### src/assert_macros.svh
// ----------------------------------------------------------------------------
// assert_macros.svh
// Concurrent assertion shorthands shared by the RTL.
// ----------------------------------------------------------------------------
`ifndef ASSERT_MACROS_SVH
`define ASSERT_MACROS_SVH

// Same-cycle implication, disabled during reset.
`define ASSERT_SAME(label, clk, rst_n, ante, cons, msg) \
    label: assert property (@(posedge clk) disable iff (!rst_n) (ante) |-> (cons)) \
        else $error(msg);

// Next-cycle implication, disabled during reset.
`define ASSERT_NEXT(label, clk, rst_n, ante, cons, msg) \
    label: assert property (@(posedge clk) disable iff (!rst_n) (ante) |=> (cons)) \
        else $error(msg);

`endif

### src/ats_pkg.sv
// ----------------------------------------------------------------------------
// ats_pkg
// Widths, constants and sequencer state type for the arcsin series block.
// ----------------------------------------------------------------------------
`default_nettype none

package ats_pkg;

    localparam int ARG_W     = 16;
    localparam int RES_W     = 32;
    localparam int CFG_W     = 7;
    localparam int MAG_W     = 15;
    localparam int X2_W      = 29;
    localparam int TERM_W    = 31;
    localparam int COEF_W    = 16;
    localparam int PROD_W    = 46;
    localparam int MUL_P_W   = TERM_W + X2_W;
    localparam int DIV_CNT_W = 5;

    localparam logic [MAG_W+1:0] ONE_Q14   = 17'd16384;
    localparam logic [CFG_W-1:0] CFG_RESET = 7'd16;
    localparam int               X2_SHIFT  = 28;
    localparam int               Q14_TO_Q30 = 16;

    typedef enum logic [5:0] {
        S_IDLE = 6'b000001,
        S_SQR  = 6'b000010,
        S_MUL1 = 6'b000100,
        S_MUL2 = 6'b001000,
        S_DIV  = 6'b010000,
        S_DONE = 6'b100000
    } t_state;

endpackage

`default_nettype wire

### src/arcsin_taylor_series.sv
// ----------------------------------------------------------------------------
// arcsin_taylor_series
// arcsin(x) for Q2.14 x as a truncated Maclaurin sum in Q2.30, one shared
// multiplier and a serial divider stepped by a small sequencer.
//
//   channel  direction  handshake              payload
//   input    in         i_start / o_busy       i_arg_value
//   result   out        o_valid (strobe)       o_arcsin_value, o_domain_error
//   config   in         i_cfg_we               i_cfg_data (num_terms)
//
// An in-domain item passes the squaring step, then the two multiplier steps and
// the divide step for each of the n - 1 further terms, then the done step, n being
// num_terms clamped to 1..MAX_TERMS; each further term runs the radix-2 divider once.
// An out-of-domain item gives its result the cycle after transfer.
// Reset sets num_terms to 16 and leaves the block idle; no clearing pass.
// The result strobe lasts one cycle and cannot be held off.
// ----------------------------------------------------------------------------
`default_nettype none

module arcsin_taylor_series #(
    parameter int MAX_TERMS = 64
) (
    input  wire logic                              i_clk,
    input  wire logic                              i_rst_n,
    input  wire logic                              i_start,
    output logic                                   o_busy,
    input  wire logic signed [ats_pkg::ARG_W-1:0]  i_arg_value,
    input  wire logic                              i_cfg_we,
    input  wire logic [ats_pkg::CFG_W-1:0]         i_cfg_data,
    output logic                                   o_valid,
    output logic signed [ats_pkg::RES_W-1:0]       o_arcsin_value,
    output logic                                   o_domain_error
);
    import ats_pkg::*;

    localparam logic [8:0] MaxTermsW = 9'(MAX_TERMS);

    t_state              r_state;
    t_state              n_state;
    logic [CFG_W-1:0]    r_cfg;
    logic                r_valid;
    logic                n_valid;
    logic [CFG_W-1:0]    r_terms;
    logic [CFG_W-1:0]    n_terms;
    logic [CFG_W-1:0]    r_i;
    logic [CFG_W-1:0]    n_i;
    logic                r_neg;
    logic                n_neg;
    logic [MAG_W-1:0]    r_mag;
    logic [MAG_W-1:0]    n_mag;
    logic [X2_W-1:0]     r_x2;
    logic [X2_W-1:0]     n_x2;
    logic [TERM_W-1:0]   r_term;
    logic [TERM_W-1:0]   n_term;
    logic [RES_W-1:0]    r_sum;
    logic [RES_W-1:0]    n_sum;
    logic [COEF_W-1:0]   r_odd2;
    logic [COEF_W-1:0]   n_odd2;
    logic [COEF_W-1:0]   r_den;
    logic [COEF_W-1:0]   n_den;
    logic [RES_W-1:0]    r_res;
    logic [RES_W-1:0]    n_res;
    logic                r_err;
    logic                n_err;

    logic                w_accept;
    logic [MAG_W+1:0]    w_mag_full;
    logic [CFG_W-1:0]    w_terms;
    logic [TERM_W-1:0]   w_mul_a;
    logic [X2_W-1:0]     w_mul_b;
    logic [MUL_P_W-1:0]  w_mul_p;
    logic                w_div_start;
    logic                w_div_done;
    logic [TERM_W-1:0]   w_quo;
    logic [COEF_W-1:0]   w_step8;

    assign w_accept   = i_start && (r_state == S_IDLE);
    assign w_mag_full = i_arg_value[ARG_W-1] ? (17'h10000 - {1'b0, i_arg_value})
                                              : {1'b0, i_arg_value};

    always_comb begin
        priority if (r_cfg == '0) begin
            w_terms = CFG_W'(1);
        end else if ({2'b00, r_cfg} > MaxTermsW) begin
            w_terms = MaxTermsW[CFG_W-1:0];
        end else begin
            w_terms = r_cfg;
        end
    end

    always_comb begin
        w_mul_a = '0;
        w_mul_b = '0;
        unique case (r_state)
            S_SQR: begin
                w_mul_a = TERM_W'(r_mag);
                w_mul_b = X2_W'(r_mag);
            end
            S_MUL1: begin
                w_mul_a = r_term;
                w_mul_b = r_x2;
            end
            S_MUL2: begin
                w_mul_a = r_term;
                w_mul_b = X2_W'(r_odd2);
            end
            default: begin
                w_mul_a = '0;
                w_mul_b = '0;
            end
        endcase
    end

    assign w_mul_p     = MUL_P_W'(w_mul_a) * MUL_P_W'(w_mul_b);
    assign w_div_start = (r_state == S_MUL2);
    assign w_step8     = COEF_W'({r_i, 3'b000});

    ats_div u_div (
        .i_clk      (i_clk),
        .i_rst_n    (i_rst_n),
        .i_start    (w_div_start),
        .i_dividend (w_mul_p[PROD_W-1:0]),
        .i_divisor  (r_den),
        .o_done     (w_div_done),
        .o_quotient (w_quo)
    );

    always_comb begin
        n_state = r_state;
        n_valid = 1'b0;
        n_terms = r_terms;
        n_i     = r_i;
        n_neg   = r_neg;
        n_mag   = r_mag;
        n_x2    = r_x2;
        n_term  = r_term;
        n_sum   = r_sum;
        n_odd2  = r_odd2;
        n_den   = r_den;
        n_res   = r_res;
        n_err   = r_err;
        unique case (r_state)
            S_IDLE: begin
                if (w_accept) begin
                    if (w_mag_full > ONE_Q14) begin
                        n_res   = '0;
                        n_err   = 1'b1;
                        n_valid = 1'b1;
                    end else begin
                        n_neg   = i_arg_value[ARG_W-1];
                        n_mag   = w_mag_full[MAG_W-1:0];
                        n_terms = w_terms;
                        n_state = S_SQR;
                    end
                end
            end
            S_SQR: begin
                n_x2   = w_mul_p[X2_W-1:0];
                n_term = TERM_W'({r_mag, Q14_TO_Q30'(0)});
                n_sum  = RES_W'({r_mag, Q14_TO_Q30'(0)});
                n_i    = CFG_W'(1);
                n_odd2 = COEF_W'(1);
                n_den  = COEF_W'(6);
                n_state = (r_terms == CFG_W'(1)) ? S_DONE : S_MUL1;
            end
            S_MUL1: begin
                n_term  = w_mul_p[X2_SHIFT+TERM_W-1:X2_SHIFT];
                n_state = S_MUL2;
            end
            S_MUL2: begin
                n_state = S_DIV;
            end
            S_DIV: begin
                if (w_div_done) begin
                    n_term  = w_quo;
                    n_sum   = r_sum + RES_W'(w_quo);
                    n_odd2  = r_odd2 + w_step8;
                    n_den   = r_den + w_step8 + COEF_W'(6);
                    n_i     = r_i + 1'b1;
                    n_state = ((r_i + 1'b1) == r_terms) ? S_DONE : S_MUL1;
                end
            end
            S_DONE: begin
                n_res   = r_neg ? (RES_W'(0) - r_sum) : r_sum;
                n_err   = 1'b0;
                n_valid = 1'b1;
                n_state = S_IDLE;
            end
            default: begin
                n_state = S_IDLE;
            end
        endcase
    end

    always_ff @(posedge i_clk) begin
        if (!i_rst_n) begin
            r_state <= S_IDLE;
            r_valid <= 1'b0;
            r_cfg   <= CFG_RESET;
        end else begin
            r_state <= n_state;
            r_valid <= n_valid;
            if (i_cfg_we) begin
                r_cfg <= i_cfg_data;
            end
        end
    end

    always_ff @(posedge i_clk) begin
        r_terms <= n_terms;
        r_i     <= n_i;
        r_neg   <= n_neg;
        r_mag   <= n_mag;
        r_x2    <= n_x2;
        r_term  <= n_term;
        r_sum   <= n_sum;
        r_odd2  <= n_odd2;
        r_den   <= n_den;
        r_res   <= n_res;
        r_err   <= n_err;
    end

    assign o_busy         = (r_state != S_IDLE);
    assign o_valid        = r_valid;
    assign o_arcsin_value = r_res;
    assign o_domain_error = r_err;

`include "assert_macros.svh"

    `ASSERT_NEXT(a_done_strobes, i_clk, i_rst_n, (r_state == S_DONE), o_valid, "result strobe missing after the final term")
    `ASSERT_SAME(a_err_zero, i_clk, i_rst_n, (o_valid && o_domain_error), (o_arcsin_value == '0), "domain error with nonzero result")
    `ASSERT_SAME(a_div_owned, i_clk, i_rst_n, w_div_done, (r_state == S_DIV), "divider finished outside the divide step")
    `ASSERT_NEXT(a_mul2_div, i_clk, i_rst_n, (r_state == S_MUL2), (r_state == S_DIV), "sequencer skipped the divide step")

endmodule

`default_nettype wire

### src/ats_div.sv
// ----------------------------------------------------------------------------
// ats_div
// Radix-2 restoring divider, one quotient bit per cycle.
// ----------------------------------------------------------------------------
`default_nettype none

module ats_div (
    input  wire logic                        i_clk,
    input  wire logic                        i_rst_n,
    input  wire logic                        i_start,
    input  wire logic [ats_pkg::PROD_W-1:0]  i_dividend,
    input  wire logic [ats_pkg::COEF_W-1:0]  i_divisor,
    output logic                             o_done,
    output logic [ats_pkg::TERM_W-1:0]       o_quotient
);
    import ats_pkg::*;

    logic                 r_busy;
    logic                 n_busy;
    logic                 r_done;
    logic                 n_done;
    logic [DIV_CNT_W-1:0] r_cnt;
    logic [DIV_CNT_W-1:0] n_cnt;
    logic [COEF_W-1:0]    r_rem;
    logic [COEF_W-1:0]    n_rem;
    logic [TERM_W-1:0]    r_quo;
    logic [TERM_W-1:0]    n_quo;
    logic [COEF_W-1:0]    r_den;
    logic [COEF_W-1:0]    n_den;

    logic [COEF_W:0]      w_trial;
    logic [COEF_W:0]      w_diff;
    logic                 w_fit;

    assign w_trial = {r_rem, r_quo[TERM_W-1]};
    assign w_diff  = w_trial - {1'b0, r_den};
    assign w_fit   = (w_trial >= {1'b0, r_den});

    always_comb begin
        n_busy = r_busy;
        n_done = 1'b0;
        n_cnt  = r_cnt;
        n_rem  = r_rem;
        n_quo  = r_quo;
        n_den  = r_den;
        if (i_start) begin
            n_busy = 1'b1;
            n_cnt  = DIV_CNT_W'(TERM_W - 1);
            n_rem  = COEF_W'(i_dividend[PROD_W-1:TERM_W]);
            n_quo  = i_dividend[TERM_W-1:0];
            n_den  = i_divisor;
        end else if (r_busy) begin
            n_rem = w_fit ? w_diff[COEF_W-1:0] : w_trial[COEF_W-1:0];
            n_quo = {r_quo[TERM_W-2:0], w_fit};
            n_cnt = r_cnt - 1'b1;
            if (r_cnt == '0) begin
                n_busy = 1'b0;
                n_done = 1'b1;
            end
        end
    end

    always_ff @(posedge i_clk) begin
        if (!i_rst_n) begin
            r_busy <= 1'b0;
            r_done <= 1'b0;
            r_cnt  <= '0;
        end else begin
            r_busy <= n_busy;
            r_done <= n_done;
            r_cnt  <= n_cnt;
        end
    end

    always_ff @(posedge i_clk) begin
        r_rem <= n_rem;
        r_quo <= n_quo;
        r_den <= n_den;
    end

    assign o_done     = r_done;
    assign o_quotient = r_quo;

endmodule

`default_nettype wire
### config.mk
export PLATFORM = sky130hd
export DESIGN_NAME = arcsin_taylor_series
export DESIGN_NICKNAME = d
export VERILOG_FILES = /design/src/ats_pkg.sv /design/src/arcsin_taylor_series.sv /design/src/ats_div.sv
export VERILOG_INCLUDE_DIRS = /design/src /design/src/src
export SDC_FILE = /design/constraint.sdc
export NUM_CORES = 2
export LEC_CHECK = 0
export ABC_CLOCK_PERIOD_IN_PS = 8800
export BUFFER_PORTS_ARGS = -buffer_cell sky130_fd_sc_hd__buf_2
export CAP_MARGIN = 10
export CORE_MARGIN = 1
export CORE_UTILIZATION = 60
export DETAILED_ROUTE_END_ITERATION = 6
export PLACE_DENSITY = 0.79
export SYNTH_ARGS = -nofsm -noshare
export SYNTH_HDL_FRONTEND = slang
export SYNTH_SLANG_ARGS = --single-unit
export TNS_END_PERCENT = 30
### constraint.sdc
create_clock -name i_clk -period 8.8 [get_ports i_clk]
set_clock_uncertainty 0.1 [all_clocks]
set_input_delay 1.76 -clock i_clk [delete_from_list [all_inputs] [get_ports i_clk]]
set_output_delay 1.76 -clock i_clk [all_outputs]
set_load 0.05 [all_outputs]
== Word-level counts from Yosys, hierarchy flattened ==
Index checks and enable logic that the tools add are counted.

* Muxes and demuxes: 41
* Reductions and logical operators: 16
* Multiply operators: 1
* Bitwise operators: 3
* Equal/unequal tests: 13
* Add/sub/neg operators: 9
* Order comparisons: 3

{| class="wikitable"
|+ Operators with widths
! kind !! count
|-
| 2-to-1 mux 32 bit || 4
|-
| case mux 32 bit (2 select lines) || 2
|-
| 2-to-1 mux 31 bit || 3
|-
| case mux 31 bit (3 select lines) || 1
|-
| case mux 29 bit (3 select lines) || 1
|-
| case mux 16 bit (2 select lines) || 2
|-
| case mux 31 bit (2 select lines) || 1
|-
| multiplier 31 x 29 -> 59 bit || 1
|-
| 2-to-1 mux 16 bit || 3
|-
| adder 16 x 10 -> 16 bit || 2
|-
| adder 32 x 31 -> 32 bit || 1
|-
| subtractor 1 x 32 -> 32 bit (first input constant) || 1
|-
| 2-to-1 mux 15 bit || 2
|-
| 2-to-1 mux 6 bit || 5
|-
| case mux 6 bit (5 select lines) || 1
|-
| greater-or-equal comparator 17 x 16 -> 1 bit || 1
|-
| greater-than comparator 17 x 15 -> 1 bit (second input constant) || 1
|-
| 2-to-1 mux 17 bit || 1
|-
| subtractor 17 x 16 -> 17 bit (first input constant) || 1
|-
| adder 16 x 3 -> 16 bit (second input constant) || 1
|-
| subtractor 16 bit || 1
|-
| 2-to-1 mux 7 bit || 2
|-
| case mux 7 bit (2 select lines) || 1
|-
| 2-to-1 mux 5 bit || 2
|-
| other kinds (26) || 45
|}

* Output and inout bits: 35
* Bits in registers: 271
* Word-level logic and storage cells: 109
* Input bits: 27

== Depth between registers and ports, before layout ==
* Depth after elaboration: 6
* Depth in mapped cells: 36
* Mapped depth without buffers: 33

== Hierarchy ==
Synthesis repeated with hierarchy kept, for this count alone.

* Cell total of the unflattened synthesis: 4643
* Area, all modules: 43285.3 µm²

{| class="wikitable"
|+ By module, submodules not included
! module !! sequential area each (µm²) !! cells each !! area an instance (µm²) !! times used
|-
| arcsin_taylor_series || 5775.5 || 4327 || 39407.8 || 1
|-
| ats_div || 2021.9 || 316 || 3877.5 || 1
|}

== Worst setup path before layout ==
OpenSTA, ideal clock, no wires.

* Path kind: register to register
* Start point: register r_state[5]
* End point: register r_term[30], data pin
* Setup slack: -860 ps
* Buffers on the path: 4
* Clock period less this slack: 9660 ps
* Required time: 8443 ps
* Library setup time: 257 ps
* Cell stages (with the launch flop): 34
* Arrival time: 9304 ps
* Cells stage by stage: dfxtp_1 -> nor2_1 -> nand2_1 -> nor3b_1 -> clkbuf_1 -> clkbuf_1 -> a22o_1 -> clkbuf_1 -> nand2_1 -> fa_1 -> fa_1 -> inv_1 -> fa_1 -> inv_1 -> fa_1 -> inv_1 -> fa_1 -> fa_1 -> inv_1 -> fa_1 -> fa_1 -> inv_1 -> ha_1 -> buf_2 -> a21oi_1 -> o21ai_1 -> a31oi_1 -> o32a_1 -> o211ai_2 -> o311ai_2 -> a21oi_1 -> nor3_1 -> mux2i_1 -> nand2_1

* Word-level cells in the longest chain between the ends: 5
* Elaborated cells on any way between the ends: 9
* Those cells by class: mul (1); eq/ne (4); mux (3); reduce/logical (1)

{| class="wikitable"
|+ RTL lines
! what !! line !! text
|-
| start, declared || arcsin_taylor_series.sv:38 || <nowiki>t_state r_state;</nowiki>
|-
| start signal, assigned || arcsin_taylor_series.sv:201 || <nowiki>r_state <= n_state;</nowiki>
|-
| == test 6 x 3 -> 1 bit / == test 6 x 4 -> 1 bit (equally long branches) || arcsin_taylor_series.sv:94, arcsin_taylor_series.sv:142 ||
|-
| OR reduction 2 bit (no line) || - ||
|-
| case mux 31 bit (2 select lines) || arcsin_taylor_series.sv:94 || <nowiki>unique case (r_state)</nowiki>
|-
| multiplier 31 x 29 -> 59 bit || arcsin_taylor_series.sv:114 || <nowiki>assign w_mul_p = MUL_P_W'(w_mul_a) * MUL_P_W'(w_mul_b);</nowiki>
|-
| case mux 31 bit (3 select lines) (*) || arcsin_taylor_series.sv:142 || <nowiki>unique case (r_state)</nowiki>
|-
| named net n_term[30] || arcsin_taylor_series.sv:54 || <nowiki>logic [TERM_W-1:0] n_term;</nowiki>
|-
| end signal, assigned || arcsin_taylor_series.sv:215 || <nowiki>r_term <= n_term;</nowiki>
|-
| end, declared || arcsin_taylor_series.sv:53 || <nowiki>logic [TERM_W-1:0] r_term;</nowiki>
|}

The timed path passes the listed nets; every way through them passes the cells marked *.
A chain may end at the register's enable or synchronous reset.

== Worst setup path in the final report ==
* Start point: register r_state[5]
* End point: register u_div.r_rem[11], data pin

* Word-level cells in the longest chain between the ends: 5
* Elaborated cells on any way between the ends: 8
* Those cells by class: mul (1); eq/ne (3); mux (3); reduce/logical (1)

{| class="wikitable"
|+ RTL lines
! what !! line !! text
|-
| == test 6 x 3 -> 1 bit / == test 6 x 4 -> 1 bit (equally long branches) || arcsin_taylor_series.sv:94, arcsin_taylor_series.sv:115 ||
|-
| OR reduction 2 bit (no line) || - ||
|-
| case mux 31 bit (2 select lines) || arcsin_taylor_series.sv:94 ||
|-
| multiplier 31 x 29 -> 59 bit || arcsin_taylor_series.sv:114 ||
|-
| 2-to-1 mux 15 bit (*) || ats_div.sv:46 || <nowiki>if (i_start) begin</nowiki>
|-
| named net u_div.n_rem[11] || ats_div.sv:25 || <nowiki>logic [COEF_W-1:0] n_rem;</nowiki>
|-
| end signal, assigned || ats_div.sv:76 || <nowiki>r_rem <= n_rem;</nowiki>
|-
| end, declared || ats_div.sv:24 || <nowiki>logic [COEF_W-1:0] r_rem;</nowiki>
|}

Marked as above.

==> results.py <==
metrics = {
    "timing": {
        "min_period_ns": 8.89,
        "fin_ws_ns": -0.0940,
        "maxSlewViolCount": 0,
        "setup_viol": 5,
        "max_slew_margin_pct": 23.8,
        "hold_violations": 0,
        "max_freq_mhz": 112,
        "rsz0062_at_grt": "yes",
        "finalCritPeriodShare_pct": 101,
        "timing.hold.ws_ns": 0.348,
        "tightest_slew_ns": 1.14,
    },
    "synthesis": {
        "yosys_register_bits": 266,
        "synth_top_cell_area_share_pct": 36.2,
        "ys_seq_area_share_pct": 18.0,
        "ys_top_cells_by_area": "fa_1 36%, edfxtp_1 17%, ha_1 9.0%",
        "syn_area_per_cell_um2": 9.12,
        "synth_warnings": 0,
        "synthTopCellsByCount": "885 x inv_1, 779 x fa_1, 762 x nand2_1, 493 x nor2_1, 309 x ha_1",
        "yosysMostFrequentCell": "inv_1",
        "synth_edf_count": 244,
        "netlist_instances": 4727,
        "synthDistinctLibCells": 80,
        "yosys.area.top_type": "fa_1",
        "ys.flop_type": "edfxtp_1",
        "async_flop_share_pct": 0,
        "synth_area_um2": 43100,
        "synth_nets": 5842,
    },
    "setup_path": {
        "crit_arrival_ns": 9.07,
        "end_kind": "flip-flop",
        "critPathLaunchType": "flip-flop",
        "critPathSlowestCell": "fa_2",
        "crit_path_frequent_cell": "fa_1",
        "crit_path_max_fanout": 8,
        "required_ns": 8.98,
        "max_stage_delay_ns": 0.59,
        "crit_type": "reg2reg",
    },
    "detailed_routing": {
        "antenna_left": 0,
        "highest_layer": "met5",
        "drt_wl_total_um": 142000,
        "drt_iter0_drc": 4054,
        "viasPerCell": 5.98,
        "post_drt_wl_per_cell_um": 23.6,
        "drt_first_pass_iters": 7,
        "wl_met2_um": 66000,
        "drt-met1-wl_um": 52200,
        "met3_length_um": 16200,
        "drc_errors": 4,
        "vias": 35932,
    },
    "clock_network": {
        "htree_levels": 1,
        "ctsHoldBuffers": 0,
        "cts-buffers-inserted": 29,
        "clock_path_buffers": 3,
        "cts_sinks": 266,
        "clockRootBuffer": "clkbuf_16",
        "cts_tree": "yes",
        "clk_latency_ns": 0.57,
        "clk_pin_slew_worst_paths_ns": 0.06,
    },
    "power": {
        "ir_drop_v": 0.000166,
        "p_seq_share_pct": 47.0,
        "p_leak_nw": 23.4,
        "p_comb_share_pct": 8.3,
        "power_density_nw_per_um2": 61.2,
        "swShare_pct": 24.2,
        "p_int_mw": 2.32,
        "p_switching_uw": 741,
        "pwr-share-clk_pct": 44.7,
        "power.total_mw": 3.07,
    },
    "grt": {
        "antenna_found_initial": 2,
        "grt_pass1_wl_um": 213000,
        "grt_usage_pct": 38.4,
        "grt_max_degree": 55,
        "first_global_vias": 36395,
        "grt_overflow": 0,
    },
    "cells_and_area": {
        "drive_above_1_share_pct": 16.6,
        "utilization_pct": 71.1,
        "fin_nets": 6162,
        "area_growth_syn_to_layout_pct": 16.3,
        "nFillCells": 5113,
        "final_cell_count_no_fill": 6011,
    },
    "outcome": {
        "violations": "design-rule violations, negative setup slack",
        "outcome": "finished, violations left",
    },
    "floorplan": {
        "rows": 97,
        "fp.coreArea_um2": 70500,
        "die_y_um": 270,
        "initial_core_util_pct": 61.1,
        "die_w_um": 270,
        "io_pins": 62,
        "dieArea_um2": 72900,
    },
    "place": {
        "dp_cells": 5846,
        "place_hpwl_um": 113000,
        "gp_congestion": 1.09,
        "numPortBuffers": 61,
    },
    "min_path": {
        "hp-class": "reg2reg",
    },
    "run": {
        "max_cap_viol_count": 0,
    },
}
-- final cells by class --
cell class | count | area [um2] | share of cell area (%)
antenna | 2 | 5.00 | 0.00998
clock buffer | 35 | 778 | 1.55
clock inverter | 18 | 285 | 0.569
inverter | 886 | 3330 | 6.64
multi-input combinational | 3355 | 32200 | 64.3
sequential | 266 | 7780 | 15.5
tap | 940 | 1180 | 2.35
timing repair buffer | 509 | 4530 | 9.04
-- state kept, by name, indices dropped and copies added, names as in the netlist --
name / count
o_arcsin_value: 32
o_domain_error: 1
o_valid: 1
r_cfg: 7
r_den: 15
r_i: 7
r_mag: 15
r_neg: 1
r_odd2: 13
r_state: 6
r_sum: 32
r_term: 31
r_terms: 7
r_x2: 29
u_div.o_done: 1
u_div.o_quotient: 31
u_div.r_busy: 1
u_div.r_cnt: 5
u_div.r_den: 15
u_div.r_rem: 16
-- routing by layer --
| layer | vias to the layer above | global-route usage [%] |
|---|---|---|
| li1 | 15340 | - |
| met1 | 17832 | 51.2 |
| met2 | 2267 | 62.2 |
| met3 | 489 | 7.34 |
| met4 | 4 | 14.9 |
| met5 | - | 0 |
-- kinds of logic after synthesis --
family	synth area share, %
compound gates	7.63
xor+xnor	3.33
fa+ha+maj	45.2
buf+inv	9.65
flops	18.0
mux	0.459
simple gates	15.7
-- layout by cell type (no fill, tap or decap), types with 32 or more instances in the layout --
cell type  count
nand2_2       39
xor2_1        78
a21o_1        33
edfxtp_1     244
ha_1         291
nor2_1       458
a21oi_1      109
o21ai_0       78
buf_4        360
clkbuf_16     38
buf_12        43
nor2b_1       38
and3_1        67
o21ai_1       33
fa_1         755
nor2_2        32
nand2_1      708
buf_2         61
inv_1        859
xnor2_1       81
nor3_1        37
-- final timing paths --
check	startpoint	to	slack, ns	cells after the start
hold reg to reg	r_den[3]$_SDFFCE_PP0P_	u_div.r_den[3]$_DFFE_PN_	0.35	0
setup / recovery	r_state[5]$_SDFFE_PN0P_	u_div.r_rem[11]$_DFFE_PP_	-0.09	34
hold / removal	r_den[3]$_SDFFCE_PP0P_	u_div.r_den[3]$_DFFE_PN_	0.35	0
setup reg to reg	r_state[5]$_SDFFE_PN0P_	u_div.r_rem[11]$_DFFE_PP_	-0.09	34
-- worst max-delay path: cells and delay by family (launching register included) --
family / cells / cell delay [ns]
XOR/XNOR: 1 / 0.15
buffers and inverters: 11 / 1.52
adder cells (fa/ha/maj): 9 / 4.35
flip-flops: 1 / 0.37
AND/OR/NAND/NOR: 5 / 0.77
AO/OA/AOI/OAI: 8 / 1.34
-- power by group through the flow --
stage / logic (mW) / registers (mW) / clock network (mW)
final: 0.255 / 1.44 / 1.37
after global routing: 0.267 / 1.44 / 1.41
after CTS: 0.238 / 1.44 / 1.37
after detailed placement: 0.235 / 1.46 / 0
after global placement: 0.230 / 1.46 / 0
after floorplan: 0.109 / 1.48 / 0
-- metrics by stage --
step,setup TNS [ns],worst slack [ns],instance area [um2]
5_1_grt,-6.69,-0.313,50100
4_1_cts,0,0.000173,48100
2_1_floorplan,0,0.0289,43100
3_3_place_gp,-1.64,-0.199,46800
3_5_place_dp,-5.35,-0.331,46800
6_report,-0.305,-0.0940,50100
-- what timing repair did --
item / CTS / global route
buffers inserted: 3 / 99
gates cloned: 1 / 8
pin swaps: 12 / 109
gates resized for setup: 57 / 309
setup endpoints to repair: 42 / 52
Power figures use the tool's default switching activity.
